==> src/rts_pkg.sv <==
package rts_pkg;

    // payload of one input item and one result item
    typedef struct packed {
        logic [7:0] char_code;
        logic       last_char;
    } in_item_t;

    typedef struct packed {
        logic signed [48:0] unix_ms;
        logic               status;
    } out_item_t;

    // parser phases
    typedef enum logic [2:0] {
        PH_PREFIX     = 3'd0,
        PH_AFTER_SEC  = 3'd1,
        PH_FRAC_FIRST = 3'd2,
        PH_FRAC       = 3'd3,
        PH_OFFSET     = 3'd4,
        PH_END        = 3'd5
    } parse_phase_t;

    // sequencer states of the date arithmetic
    typedef enum logic [3:0] {
        SQ_PARSE,
        SQ_DIV,
        SQ_D365,
        SQ_DSMALL,
        SQ_DWAIT,
        SQ_DMUL,
        SQ_HOUR,
        SQ_MIN,
        SQ_SEC,
        SQ_ZH,
        SQ_ZM,
        SQ_FRAC,
        SQ_FIN,
        SQ_OUT
    } seq_state_t;

    // accumulator operations of the shared multiply-accumulate unit
    typedef enum logic [1:0] {
        ACC_HOLD,
        ACC_CLEAR,
        ACC_ADD
    } acc_op_t;

    localparam int MAC_A_W = 24;
    localparam int MAC_B_W = 28;
    localparam int ACC_W   = 50;

    typedef struct packed {
        acc_op_t                   acc_op;
        logic signed [MAC_A_W-1:0] op_a;
        logic signed [MAC_B_W-1:0] op_b;
    } mac_req_t;

    // parsed fields handed from the parser to the sequencer
    typedef struct packed {
        logic [13:0] year;
        logic [3:0]  month;
        logic [4:0]  day;
        logic [4:0]  hour;
        logic [5:0]  minute;
        logic [5:0]  second;
        logic [9:0]  milli;
        logic [1:0]  frac_count;
        logic        zone_sign;
        logic [6:0]  zone_hours;
        logic [6:0]  zone_minutes;
        logic        ok;
    } parse_fields_t;

    // character codes
    localparam logic [7:0] CH_DASH   = 8'h2D;
    localparam logic [7:0] CH_PLUS   = 8'h2B;
    localparam logic [7:0] CH_COLON  = 8'h3A;
    localparam logic [7:0] CH_DOT    = 8'h2E;
    localparam logic [7:0] CH_T_UP   = 8'h54;
    localparam logic [7:0] CH_T_LOW  = 8'h74;
    localparam logic [7:0] CH_Z_UP   = 8'h5A;
    localparam logic [7:0] CH_Z_LOW  = 8'h7A;
    localparam logic [7:0] CH_ZERO   = 8'h30;
    localparam logic [7:0] CH_NINE   = 8'h39;

    // date arithmetic constants
    localparam logic [14:0] YEAR_SHIFT = 15'd400;     // keeps the shifted year positive
    localparam logic [23:0] DAY_BIAS   = 24'd865565;  // 719468 plus one era of 146097 days
    localparam logic signed [MAC_B_W-1:0] RECIP_100 = 28'sd10486;  // ceil(2^20 / 100)
    localparam int RECIP_SHIFT = 20;
    localparam logic signed [MAC_B_W-1:0] DAYS_PER_YEAR = 28'sd365;
    localparam logic signed [MAC_B_W-1:0] MS_PER_DAY    = 28'sd86400000;
    localparam logic signed [MAC_B_W-1:0] MS_PER_HOUR   = 28'sd3600000;
    localparam logic signed [MAC_B_W-1:0] MS_PER_MIN    = 28'sd60000;
    localparam logic signed [MAC_B_W-1:0] MS_PER_SEC    = 28'sd1000;
    localparam logic signed [MAC_B_W-1:0] MAC_ONE       = 28'sd1;

    // days before the first of a month in a march-based year
    function automatic logic [8:0] doy_base(input logic [3:0] mp);
        logic [8:0] r;
        case (mp)
            4'd0:    r = 9'd0;
            4'd1:    r = 9'd31;
            4'd2:    r = 9'd61;
            4'd3:    r = 9'd92;
            4'd4:    r = 9'd122;
            4'd5:    r = 9'd153;
            4'd6:    r = 9'd184;
            4'd7:    r = 9'd214;
            4'd8:    r = 9'd245;
            4'd9:    r = 9'd275;
            4'd10:   r = 9'd306;
            4'd11:   r = 9'd337;
            default: r = 9'd0;
        endcase
        return r;
    endfunction

    // pads a short fraction to milliseconds
    function automatic logic signed [MAC_B_W-1:0] frac_scale(input logic [1:0] cnt);
        logic signed [MAC_B_W-1:0] r;
        case (cnt)
            2'd1:    r = 28'sd100;
            2'd2:    r = 28'sd10;
            default: r = 28'sd1;
        endcase
        return r;
    endfunction

endpackage

==> src/rfc3339_timestamp_to_unix_ms_top.sv <==
// RFC 3339 timestamp to signed Unix milliseconds.
// Input channel s_*: one text character per item with a last-character flag.
// Result channel m_*: one item per string, given after its last character:
// unix_ms and status (status 1 and unix_ms 0 for a malformed string).
// Characters other than the last are accepted back to back.
// After the last character is accepted the block drops s_ready while a
// sequencer runs the days-from-civil rule and the millisecond sum through
// one shared multiply-accumulate unit, one product per cycle. The result
// is loaded from state SQ_OUT, which a malformed string reaches straight
// from SQ_DIV; m_valid rises and s_ready returns in the same cycle.
// The result sits in an output register; while it waits, the parser takes
// the characters of the next string; a further last character is taken, but
// intake then stays off until the held result is taken and the new one loaded.
// Reset (aresetn low, synchronous) clears the parser, the sequencer and
// m_valid. A stalled receiver holds m_data steady until m_ready.
module rfc3339_timestamp_to_unix_ms_top
    import rts_pkg::*;
(
    input  logic      aclk,
    input  logic      aresetn,
    input  logic      s_valid,
    output logic      s_ready,
    input  in_item_t  s_data,
    output logic      m_valid,
    input  logic      m_ready,
    output out_item_t m_data
);

    seq_state_t    state_reg, state_next;
    logic          err_reg, err_next;
    logic [6:0]    q_reg, q_next;
    logic          m_valid_reg, m_valid_next;
    out_item_t     m_data_reg, m_data_next;

    parse_fields_t fields;
    mac_req_t      mac_req;
    logic signed [ACC_W-1:0] acc;
    logic signed [ACC_W-1:0] prod;

    logic          s_accept;
    logic          load_out;
    logic          parse_clear;
    logic [14:0]   y_shift;
    logic [3:0]    mp;
    logic [8:0]    doy;
    logic [23:0]   small_sum;

    assign s_accept = s_valid && s_ready;

    rts_parser u_parser (
        .aclk    (aclk),
        .aresetn (aresetn),
        .item    (s_data),
        .accept  (s_accept),
        .clear   (parse_clear),
        .fields  (fields)
    );

    rts_mac u_mac (
        .aclk (aclk),
        .req  (mac_req),
        .acc  (acc),
        .prod (prod)
    );

    // shifted year, march-based month and day of year
    always_comb begin
        y_shift   = {1'b0, fields.year} + YEAR_SHIFT
                  - ((fields.month <= 4'd2) ? 15'd1 : 15'd0);
        mp        = (fields.month > 4'd2) ? (fields.month - 4'd3) : (fields.month + 4'd9);
        doy       = doy_base(mp) + {4'b0, fields.day} - 9'd1;
        small_sum = {11'b0, y_shift[14:2]} - {17'b0, q_reg} + {19'b0, q_reg[6:2]}
                  + {15'b0, doy} - DAY_BIAS;
    end

    // sequencer next state
    always_comb begin
        state_next = state_reg;
        case (state_reg)
            SQ_PARSE:  if (s_accept && s_data.last_char) state_next = SQ_DIV;
            SQ_DIV:    state_next = fields.ok ? SQ_D365 : SQ_OUT;
            SQ_D365:   state_next = SQ_DSMALL;
            SQ_DSMALL: state_next = SQ_DWAIT;
            SQ_DWAIT:  state_next = SQ_DMUL;
            SQ_DMUL:   state_next = SQ_HOUR;
            SQ_HOUR:   state_next = SQ_MIN;
            SQ_MIN:    state_next = SQ_SEC;
            SQ_SEC:    state_next = SQ_ZH;
            SQ_ZH:     state_next = SQ_ZM;
            SQ_ZM:     state_next = SQ_FRAC;
            SQ_FRAC:   state_next = SQ_FIN;
            SQ_FIN:    state_next = SQ_OUT;
            SQ_OUT:    if (!m_valid_reg || m_ready) state_next = SQ_PARSE;
            default:   state_next = SQ_PARSE;
        endcase
    end

    // sequencer outputs: handshake and operands of the shared unit
    always_comb begin
        s_ready        = 1'b0;
        load_out       = 1'b0;
        mac_req.acc_op = ACC_HOLD;
        mac_req.op_a   = '0;
        mac_req.op_b   = '0;
        case (state_reg)
            SQ_PARSE: begin
                s_ready = 1'b1;
            end
            SQ_DIV: begin
                // shifted year over 100 by reciprocal
                mac_req.acc_op = ACC_CLEAR;
                mac_req.op_a   = {9'b0, y_shift};
                mac_req.op_b   = RECIP_100;
            end
            SQ_D365: begin
                mac_req.acc_op = ACC_CLEAR;
                mac_req.op_a   = {9'b0, y_shift};
                mac_req.op_b   = DAYS_PER_YEAR;
            end
            SQ_DSMALL: begin
                // leap-day corrections, day of year and epoch bias
                mac_req.acc_op = ACC_ADD;
                mac_req.op_a   = small_sum;
                mac_req.op_b   = MAC_ONE;
            end
            SQ_DWAIT: begin
                mac_req.acc_op = ACC_ADD;
            end
            SQ_DMUL: begin
                mac_req.acc_op = ACC_CLEAR;
                mac_req.op_a   = {acc[22], acc[22:0]};
                mac_req.op_b   = MS_PER_DAY;
            end
            SQ_HOUR: begin
                mac_req.acc_op = ACC_ADD;
                mac_req.op_a   = {19'b0, fields.hour};
                mac_req.op_b   = MS_PER_HOUR;
            end
            SQ_MIN: begin
                mac_req.acc_op = ACC_ADD;
                mac_req.op_a   = {18'b0, fields.minute};
                mac_req.op_b   = MS_PER_MIN;
            end
            SQ_SEC: begin
                mac_req.acc_op = ACC_ADD;
                mac_req.op_a   = {18'b0, fields.second};
                mac_req.op_b   = MS_PER_SEC;
            end
            SQ_ZH: begin
                // a plus zone is subtracted, a minus zone added
                mac_req.acc_op = ACC_ADD;
                mac_req.op_a   = {17'b0, fields.zone_hours};
                mac_req.op_b   = fields.zone_sign ? MS_PER_HOUR : -MS_PER_HOUR;
            end
            SQ_ZM: begin
                mac_req.acc_op = ACC_ADD;
                mac_req.op_a   = {17'b0, fields.zone_minutes};
                mac_req.op_b   = fields.zone_sign ? MS_PER_MIN : -MS_PER_MIN;
            end
            SQ_FRAC: begin
                mac_req.acc_op = ACC_ADD;
                mac_req.op_a   = {14'b0, fields.milli};
                mac_req.op_b   = frac_scale(fields.frac_count);
            end
            SQ_FIN: begin
                mac_req.acc_op = ACC_ADD;
            end
            SQ_OUT: begin
                load_out = !m_valid_reg || m_ready;
            end
            default: begin
                s_ready = 1'b0;
            end
        endcase
    end

    assign parse_clear = load_out;

    // status, quotient and output register
    always_comb begin
        err_next     = (state_reg == SQ_DIV) ? !fields.ok : err_reg;
        q_next       = (state_reg == SQ_D365) ? prod[RECIP_SHIFT+6:RECIP_SHIFT] : q_reg;
        m_data_next  = m_data_reg;
        m_valid_next = m_valid_reg && !m_ready;
        if (load_out) begin
            m_valid_next       = 1'b1;
            m_data_next.status = err_reg;
            m_data_next.unix_ms = err_reg ? '0 : acc[48:0];
        end
    end

    always_ff @(posedge aclk) begin
        if (!aresetn) begin
            state_reg   <= SQ_PARSE;
            m_valid_reg <= 1'b0;
        end else begin
            state_reg   <= state_next;
            m_valid_reg <= m_valid_next;
        end
    end

    always_ff @(posedge aclk) begin
        err_reg    <= err_next;
        q_reg      <= q_next;
        m_data_reg <= m_data_next;
    end

    assign m_valid = m_valid_reg;
    assign m_data  = m_data_reg;

`ifndef SYNTH
    // the last character stops intake until the result is built
    a_last_blocks: assert property (@(posedge aclk) disable iff (!aresetn)
        (s_valid && s_ready && s_data.last_char) |=> !s_ready)
        else $error("intake not stopped after last character");

    // a malformed string always reports zero milliseconds
    a_err_zero: assert property (@(posedge aclk) disable iff (!aresetn)
        (m_valid && m_data.status) |-> (m_data.unix_ms == '0))
        else $error("malformed result with nonzero milliseconds");

    // a new result only comes out of the final sequencer state
    a_out_from_seq: assert property (@(posedge aclk) disable iff (!aresetn)
        $rose(m_valid) |-> $past(state_reg == SQ_OUT))
        else $error("result raised outside the output state");

    // intake resumes exactly when the result register is loaded
    a_ready_with_load: assert property (@(posedge aclk) disable iff (!aresetn)
        (state_reg == SQ_OUT && (!m_valid || m_ready)) |=> (s_ready && m_valid))
        else $error("intake and result load out of step");
`endif

endmodule

==> src/rts_parser.sv <==
module rts_parser
    import rts_pkg::*;
(
    input  logic          aclk,
    input  logic          aresetn,
    input  in_item_t      item,
    input  logic          accept,
    input  logic          clear,
    output parse_fields_t fields
);

    // character positions inside the date and time prefix
    localparam logic [4:0] IDX_DASH1  = 5'd4;
    localparam logic [4:0] IDX_DASH2  = 5'd7;
    localparam logic [4:0] IDX_T      = 5'd10;
    localparam logic [4:0] IDX_COLON1 = 5'd13;
    localparam logic [4:0] IDX_COLON2 = 5'd16;
    localparam logic [4:0] IDX_YEAR_L = 5'd3;
    localparam logic [4:0] IDX_MON_L  = 5'd6;
    localparam logic [4:0] IDX_DAY_L  = 5'd9;
    localparam logic [4:0] IDX_HOUR_L = 5'd12;
    localparam logic [4:0] IDX_MIN_L  = 5'd15;
    localparam logic [4:0] IDX_SEC_L  = 5'd18;
    // positions inside a numeric zone offset
    localparam logic [4:0] IDX_OFF_COLON = 5'd2;
    localparam logic [4:0] IDX_OFF_LAST  = 5'd4;

    parse_phase_t phase_reg, phase_next;
    logic [4:0]  idx_reg, idx_next;
    logic [13:0] year_reg, year_next;
    logic [3:0]  month_reg, month_next;
    logic [4:0]  day_reg, day_next;
    logic [4:0]  hour_reg, hour_next;
    logic [5:0]  minute_reg, minute_next;
    logic [5:0]  second_reg, second_next;
    logic [9:0]  milli_reg, milli_next;
    logic [1:0]  fcount_reg, fcount_next;
    logic        zsign_reg, zsign_next;
    logic [6:0]  zhours_reg, zhours_next;
    logic [6:0]  zmins_reg, zmins_next;
    logic        error_reg, error_next;

    logic [7:0]  c;
    logic [3:0]  dval;
    logic        dig;
    logic        zone_letter;
    logic        zone_signch;
    logic [17:0] year_acc, month_acc, day_acc, hour_acc, minute_acc, second_acc;
    logic [17:0] milli_acc, zhours_acc, zmins_acc;

    // shift-add times ten plus a digit
    function automatic logic [17:0] mul10_add(input logic [13:0] acc, input logic [3:0] d);
        logic [17:0] a;
        a = {4'b0, acc};
        return (a << 3) + (a << 1) + {14'b0, d};
    endfunction

    // character classes
    always_comb begin
        c           = item.char_code;
        dval        = item.char_code[3:0];
        dig         = (c >= CH_ZERO) && (c <= CH_NINE);
        zone_letter = (c == CH_Z_UP) || (c == CH_Z_LOW);
        zone_signch = (c == CH_PLUS) || (c == CH_DASH);
    end

    // field accumulators
    always_comb begin
        year_acc   = mul10_add(year_reg, dval);
        month_acc  = mul10_add({10'b0, month_reg}, dval);
        day_acc    = mul10_add({9'b0, day_reg}, dval);
        hour_acc   = mul10_add({9'b0, hour_reg}, dval);
        minute_acc = mul10_add({8'b0, minute_reg}, dval);
        second_acc = mul10_add({8'b0, second_reg}, dval);
        milli_acc  = mul10_add({4'b0, milli_reg}, dval);
        zhours_acc = mul10_add({7'b0, zhours_reg}, dval);
        zmins_acc  = mul10_add({7'b0, zmins_reg}, dval);
    end

    // next parser state
    always_comb begin
        phase_next  = phase_reg;
        idx_next    = idx_reg;
        year_next   = year_reg;
        month_next  = month_reg;
        day_next    = day_reg;
        hour_next   = hour_reg;
        minute_next = minute_reg;
        second_next = second_reg;
        milli_next  = milli_reg;
        fcount_next = fcount_reg;
        zsign_next  = zsign_reg;
        zhours_next = zhours_reg;
        zmins_next  = zmins_reg;
        error_next  = error_reg;
        if (clear) begin
            phase_next  = PH_PREFIX;
            idx_next    = '0;
            year_next   = '0;
            month_next  = '0;
            day_next    = '0;
            hour_next   = '0;
            minute_next = '0;
            second_next = '0;
            milli_next  = '0;
            fcount_next = '0;
            zsign_next  = 1'b0;
            zhours_next = '0;
            zmins_next  = '0;
            error_next  = 1'b0;
        end else if (accept && !error_reg) begin
            case (phase_reg)
                PH_PREFIX: begin
                    if (idx_reg == IDX_DASH1 || idx_reg == IDX_DASH2) begin
                        if (c != CH_DASH) error_next = 1'b1;
                    end else if (idx_reg == IDX_T) begin
                        if (c != CH_T_UP && c != CH_T_LOW) error_next = 1'b1;
                    end else if (idx_reg == IDX_COLON1 || idx_reg == IDX_COLON2) begin
                        if (c != CH_COLON) error_next = 1'b1;
                    end else if (!dig) begin
                        error_next = 1'b1;
                    end else if (idx_reg <= IDX_YEAR_L) begin
                        year_next = year_acc[13:0];
                    end else if (idx_reg <= IDX_MON_L) begin
                        month_next = month_acc[3:0];
                        if (idx_reg == IDX_MON_L && (month_acc < 18'd1 || month_acc > 18'd12))
                            error_next = 1'b1;
                    end else if (idx_reg <= IDX_DAY_L) begin
                        day_next = day_acc[4:0];
                        if (idx_reg == IDX_DAY_L && (day_acc < 18'd1 || day_acc > 18'd31))
                            error_next = 1'b1;
                    end else if (idx_reg <= IDX_HOUR_L) begin
                        hour_next = hour_acc[4:0];
                        if (idx_reg == IDX_HOUR_L && hour_acc > 18'd23) error_next = 1'b1;
                    end else if (idx_reg <= IDX_MIN_L) begin
                        minute_next = minute_acc[5:0];
                        if (idx_reg == IDX_MIN_L && minute_acc > 18'd59) error_next = 1'b1;
                    end else begin
                        second_next = second_acc[5:0];
                        if (idx_reg == IDX_SEC_L && second_acc > 18'd60) error_next = 1'b1;
                    end
                    if (idx_reg >= IDX_SEC_L) begin
                        phase_next = PH_AFTER_SEC;
                        idx_next   = '0;
                    end else begin
                        idx_next = idx_reg + 5'd1;
                    end
                end
                PH_AFTER_SEC: begin
                    if (c == CH_DOT) begin
                        phase_next = PH_FRAC_FIRST;
                    end else if (zone_letter) begin
                        phase_next = PH_END;
                    end else if (zone_signch) begin
                        zsign_next = (c == CH_DASH);
                        phase_next = PH_OFFSET;
                        idx_next   = '0;
                    end else begin
                        error_next = 1'b1;
                    end
                end
                PH_FRAC_FIRST, PH_FRAC: begin
                    if (dig) begin
                        if (fcount_reg != 2'd3) begin
                            milli_next  = milli_acc[9:0];
                            fcount_next = fcount_reg + 2'd1;
                        end
                        phase_next = PH_FRAC;
                    end else if (phase_reg == PH_FRAC_FIRST) begin
                        error_next = 1'b1;
                    end else if (zone_letter) begin
                        phase_next = PH_END;
                    end else if (zone_signch) begin
                        zsign_next = (c == CH_DASH);
                        phase_next = PH_OFFSET;
                        idx_next   = '0;
                    end else begin
                        error_next = 1'b1;
                    end
                end
                PH_OFFSET: begin
                    if (idx_reg == IDX_OFF_COLON) begin
                        if (c != CH_COLON) error_next = 1'b1;
                    end else if (!dig) begin
                        error_next = 1'b1;
                    end else if (idx_reg < IDX_OFF_COLON) begin
                        zhours_next = zhours_acc[6:0];
                    end else begin
                        zmins_next = zmins_acc[6:0];
                    end
                    if (idx_reg >= IDX_OFF_LAST) begin
                        phase_next = PH_END;
                        idx_next   = '0;
                    end else begin
                        idx_next = idx_reg + 5'd1;
                    end
                end
                default: begin
                    // anything after a complete zone
                    error_next = 1'b1;
                end
            endcase
        end
    end

    // parser registers
    always_ff @(posedge aclk) begin
        if (!aresetn) begin
            phase_reg  <= PH_PREFIX;
            idx_reg    <= '0;
            year_reg   <= '0;
            month_reg  <= '0;
            day_reg    <= '0;
            hour_reg   <= '0;
            minute_reg <= '0;
            second_reg <= '0;
            milli_reg  <= '0;
            fcount_reg <= '0;
            zsign_reg  <= 1'b0;
            zhours_reg <= '0;
            zmins_reg  <= '0;
            error_reg  <= 1'b0;
        end else begin
            phase_reg  <= phase_next;
            idx_reg    <= idx_next;
            year_reg   <= year_next;
            month_reg  <= month_next;
            day_reg    <= day_next;
            hour_reg   <= hour_next;
            minute_reg <= minute_next;
            second_reg <= second_next;
            milli_reg  <= milli_next;
            fcount_reg <= fcount_next;
            zsign_reg  <= zsign_next;
            zhours_reg <= zhours_next;
            zmins_reg  <= zmins_next;
            error_reg  <= error_next;
        end
    end

    // fields to the sequencer
    always_comb begin
        fields.year         = year_reg;
        fields.month        = month_reg;
        fields.day          = day_reg;
        fields.hour         = hour_reg;
        fields.minute       = minute_reg;
        fields.second       = second_reg;
        fields.milli        = milli_reg;
        fields.frac_count   = fcount_reg;
        fields.zone_sign    = zsign_reg;
        fields.zone_hours   = zhours_reg;
        fields.zone_minutes = zmins_reg;
        fields.ok           = !error_reg && (phase_reg == PH_END);
    end

endmodule

==> src/rts_mac.sv <==
module rts_mac
    import rts_pkg::*;
(
    input  logic                    aclk,
    input  mac_req_t                req,
    output logic signed [ACC_W-1:0] acc,
    output logic signed [ACC_W-1:0] prod
);

    logic signed [MAC_A_W+MAC_B_W-1:0] prod_full;
    logic signed [ACC_W-1:0]           prod_reg, prod_next;
    logic signed [ACC_W-1:0]           acc_reg, acc_next;

    // one signed multiply per cycle, registered before the accumulate
    assign prod_full = req.op_a * req.op_b;
    assign prod_next = prod_full[ACC_W-1:0];

    // clear, hold, or accumulate the registered product of the previous request
    always_comb begin
        case (req.acc_op)
            ACC_CLEAR: acc_next = '0;
            ACC_ADD:   acc_next = acc_reg + prod_reg;
            default:   acc_next = acc_reg;
        endcase
    end

    always_ff @(posedge aclk) begin
        prod_reg <= prod_next;
        acc_reg  <= acc_next;
    end

    assign acc  = acc_reg;
    assign prod = prod_reg;

endmodule
==> config.mk <==
export PLATFORM = sky130hd
export DESIGN_NAME = rfc3339_timestamp_to_unix_ms_top
export DESIGN_NICKNAME = d
export VERILOG_FILES = /design/src/rts_pkg.sv /design/src/rfc3339_timestamp_to_unix_ms_top.sv /design/src/rts_parser.sv /design/src/rts_mac.sv
export SDC_FILE = /design/constraint.sdc
export NUM_CORES = 2
export LEC_CHECK = 0
export BUFFER_PORTS_ARGS = -buffer_cell sky130_fd_sc_hd__buf_2
export CORE_UTILIZATION = 60
export DETAILED_ROUTE_END_ITERATION = 10
export PLACE_DENSITY_LB_ADDON = 0.25
export SLEW_MARGIN = 5
export SYNTH_ARGS = -nofsm -noshare
export SYNTH_HDL_FRONTEND = slang
export SYNTH_SLANG_ARGS = --single-unit
export TNS_END_PERCENT = 30
==> constraint.sdc <==
create_clock -name aclk -period 18.78 [get_ports aclk]
set_input_delay 3.756 -clock aclk [delete_from_list [all_inputs] [get_ports aclk]]
set_output_delay 3.756 -clock aclk [all_outputs]
set_load 0.01 [all_outputs]
==> impl_metrics.tcl <==
set metrics [dict create \
    drc 0 \
    fmax_mhz 78.3 \
    setup-tns-final_ps 0 \
    h-tree-depth 1 \
    synth_cell_types 88 \
    syn_inst 4088 \
    cts_setup_buffers 0 \
    required_ps 19290 \
    dr.pass1.iters 7 \
    hold_slack_ps 528 \
    dp_hpwl_mm 79.3 \
    grt_pass1_wl_mm 154 \
    numCtsBuffers 31 \
    ys_seq_elements 237 \
    initial_core_util 0.606 \
    synth.cell_area_mm2 0.0382 \
    slew_violations 0 \
    critPathMaxFanout 12 \
    fp-row-count 92 \
    largest_register_ffs 50 \
    core_area_mm2 0.0631 \
    critPathArrivalTime_ps 13270 \
    crit_start "u_parser.month_reg[1]$_SDFFE_PP0P_" \
    yosysWarnings 0 \
    finalSetupViolCount 0 \
    clock_sinks 237 \
    routed_wl_mm 95.0 \
    synth_seq_area_share 0.152 \
    port_buffers 64 \
    ios 65 \
    fin_crit_ps 12770 \
    status "finished, final reports clean" \
    clkTransAtPathRegs_ps 60 \
    slew_headroom 0.321 \
    finalCritPeriodShare 0.680 \
    async_flop_share 0 \
    dr_total_vias 27814 \
    max_stage_delay_ps 530 \
    fillCellCount 5334 \
    drtIter0Drc 2025 \
    fin_util 0.656 \
    cts-root-buf "clkbuf_16" \
    end_kind "register" \
    clock_path_buffers 3 \
    wire_per_inst_um 18.2 \
    cts_tree "done" \
    min_from "u_parser.year_reg[13]$_SDFFE_PP0P_" \
    globalplace.congestion 0.993 \
    grt_max_degree 75 \
    synth_top_flop_cell "dfxtp_1" \
    vias_per_cell 5.33 \
    hold_violations 0 \
    drive_above_1_share 0.0437 \
    nets 5388 \
    syn_to_final_growth_pct 8.20 \
    r2r_start "u_parser.month_reg[1]$_SDFFE_PP0P_" \
    synth-edff-count 107 \
    clk_latency_ps 620 \
    crit_path_start_kind "register" \
    die_x_um 254 \
    antenna_left 0 \
    cp_common_cell "fa_1" \
    post_cts_resized 0 \
    grtUsageTotal 0.313 \
    path_class "register to register" \
    grt_pass1_vias 28768 \
    finClkSkew_ps 36.0 \
    drv_cap 0 \
    die_h_um 254 \
    tightest_slew_ps 1020 \
    grt_overflow 0 \
    critPathSlowestCell "fa_1" \
    rsz0062_at_grt "false" \
    synth.avg_cell_area_um2 9.36 \
    hold_class "register to register" \
    dieArea_mm2 0.0648 \
    antenna_found_initial 4 \
    ctsHoldBuffers 0 \
]
critical path, delay by kind of cell (launching register included):
kind            cells  cell delay [ps]
flops               1              450
xor+xnor            2              550
buf+inv             9              480
fa+ha+maj          15             6010
compound gates     19             4780
simple gates        3              380
worst paths after layout:
check / cells past startpoint / slack (ps) / to
worst max-delay path: 48 / 6010 / u_mac.prod[45]$_DFF_P_
worst min-delay path: 2 / 530 / u_parser.year_reg[13]$_SDFFE_PP0P_
worst max register to register: 48 / 6010 / u_mac.prod[45]$_DFF_P_
worst min register to register: 2 / 530 / u_parser.year_reg[13]$_SDFFE_PP0P_
layer usage:
metal  routed length [um]  GRT usage
met1                38300      0.410
met2                44100      0.499
met3                 7850     0.0708
met4                 4720      0.135
met5                   16          0
cells in the mapped netlist (all sizes together) (9+ instances only):
| cell | number | area, um^2 |
|---|---|---|
| inv | 1030 | 3870 |
| fa | 685 | 13700 |
| ha | 344 | 4300 |
| nor2 | 268 | 1010 |
| nand2 | 253 | 950 |
| a21oi | 199 | 1010 |
| xnor2 | 131 | 1150 |
| dfxtp | 130 | 2600 |
| edfxtp | 107 | 3210 |
| o21ai | 107 | 547 |
| nor2b | 84 | 526 |
| a21o | 75 | 563 |
| and2 | 73 | 457 |
| clkbuf | 73 | 274 |
| xor2 | 61 | 534 |
| mux2i | 54 | 541 |
| nand3 | 42 | 210 |
| nand2b | 38 | 238 |
| a31oi | 27 | 184 |
| and3 | 24 | 155 |
| nor3 | 24 | 120 |
| o21bai | 22 | 169 |
| a211oi | 18 | 135 |
| o21a | 16 | 120 |
| buf | 15 | 70.1 |
| nand4 | 14 | 87.6 |
| and4 | 10 | 87.6 |
| o211ai | 9 | 67.6 |
| o22ai | 9 | 56.3 |
| o31ai | 9 | 67.6 |
| or2 | 9 | 56.3 |
through the flow:
stage          std cells  instance area, um^2  setup WS [ps]
6_report            5219                41400           6010
5_1_grt             5217                41400           5140
4_1_cts             5217                41400           6070
3_5_place_dp        5159                40400           6120
3_3_place_gp        5159                40400           6250
2_1_floorplan       4306                39100           7190
cell type report:
type	instances	area [um^2]	share of cell area
Clock inverter	26	243	0.00587
Tap cell	846	1060	0.0256
Clock buffer	32	779	0.0188
Antenna cell	2	5.00	0.000121
Sequential cell	237	5820	0.141
Multi-Input combinational cell	2951	29100	0.702
Timing Repair Buffer	95	553	0.0134
Inverter	1030	3870	0.0934
logic make-up after synthesis:
kind of cell / Yosys count / synth area share
compound gates: 569 / 0.0952
xor+xnor: 192 / 0.0442
fa+ha+maj: 1029 / 0.471
buf+inv: 1118 / 0.110
flops: 237 / 0.152
mux: 63 / 0.0174
other cells: 2 / 0.000196
simple gates: 878 / 0.110
cells in the final DEF (no fill, tap or decap), types with 7 or more instances in the layout:
master        n
a211o_1       7
a211oi_1     18
a21o_1       75
a21oi_1     196
a31oi_1      26
and2_1       73
and3_1       23
and4_1       10
buf_2        64
buf_4        31
clkbuf_16    31
conb_1      220
dfxtp_1     130
edfxtp_1    107
fa_1        685
ha_1        344
inv_1      1028
mux2_2        7
mux2i_1      54
nand2_1     253
nand2b_1     37
nand3_1      42
nand4_1      14
nor2_1      267
nor2b_1      83
nor3_1       24
nor3b_1       7
o211ai_1      9
o21a_1       16
o21ai_0      91
o21ai_1      13
o21bai_1     21
o22ai_1       9
o31ai_1       9
or2_2         9
xnor2_1     130
xor2_1       61
Power is not shown: default switching activity piles up to over one toggle a cycle in this logic, so the estimate is an artifact.
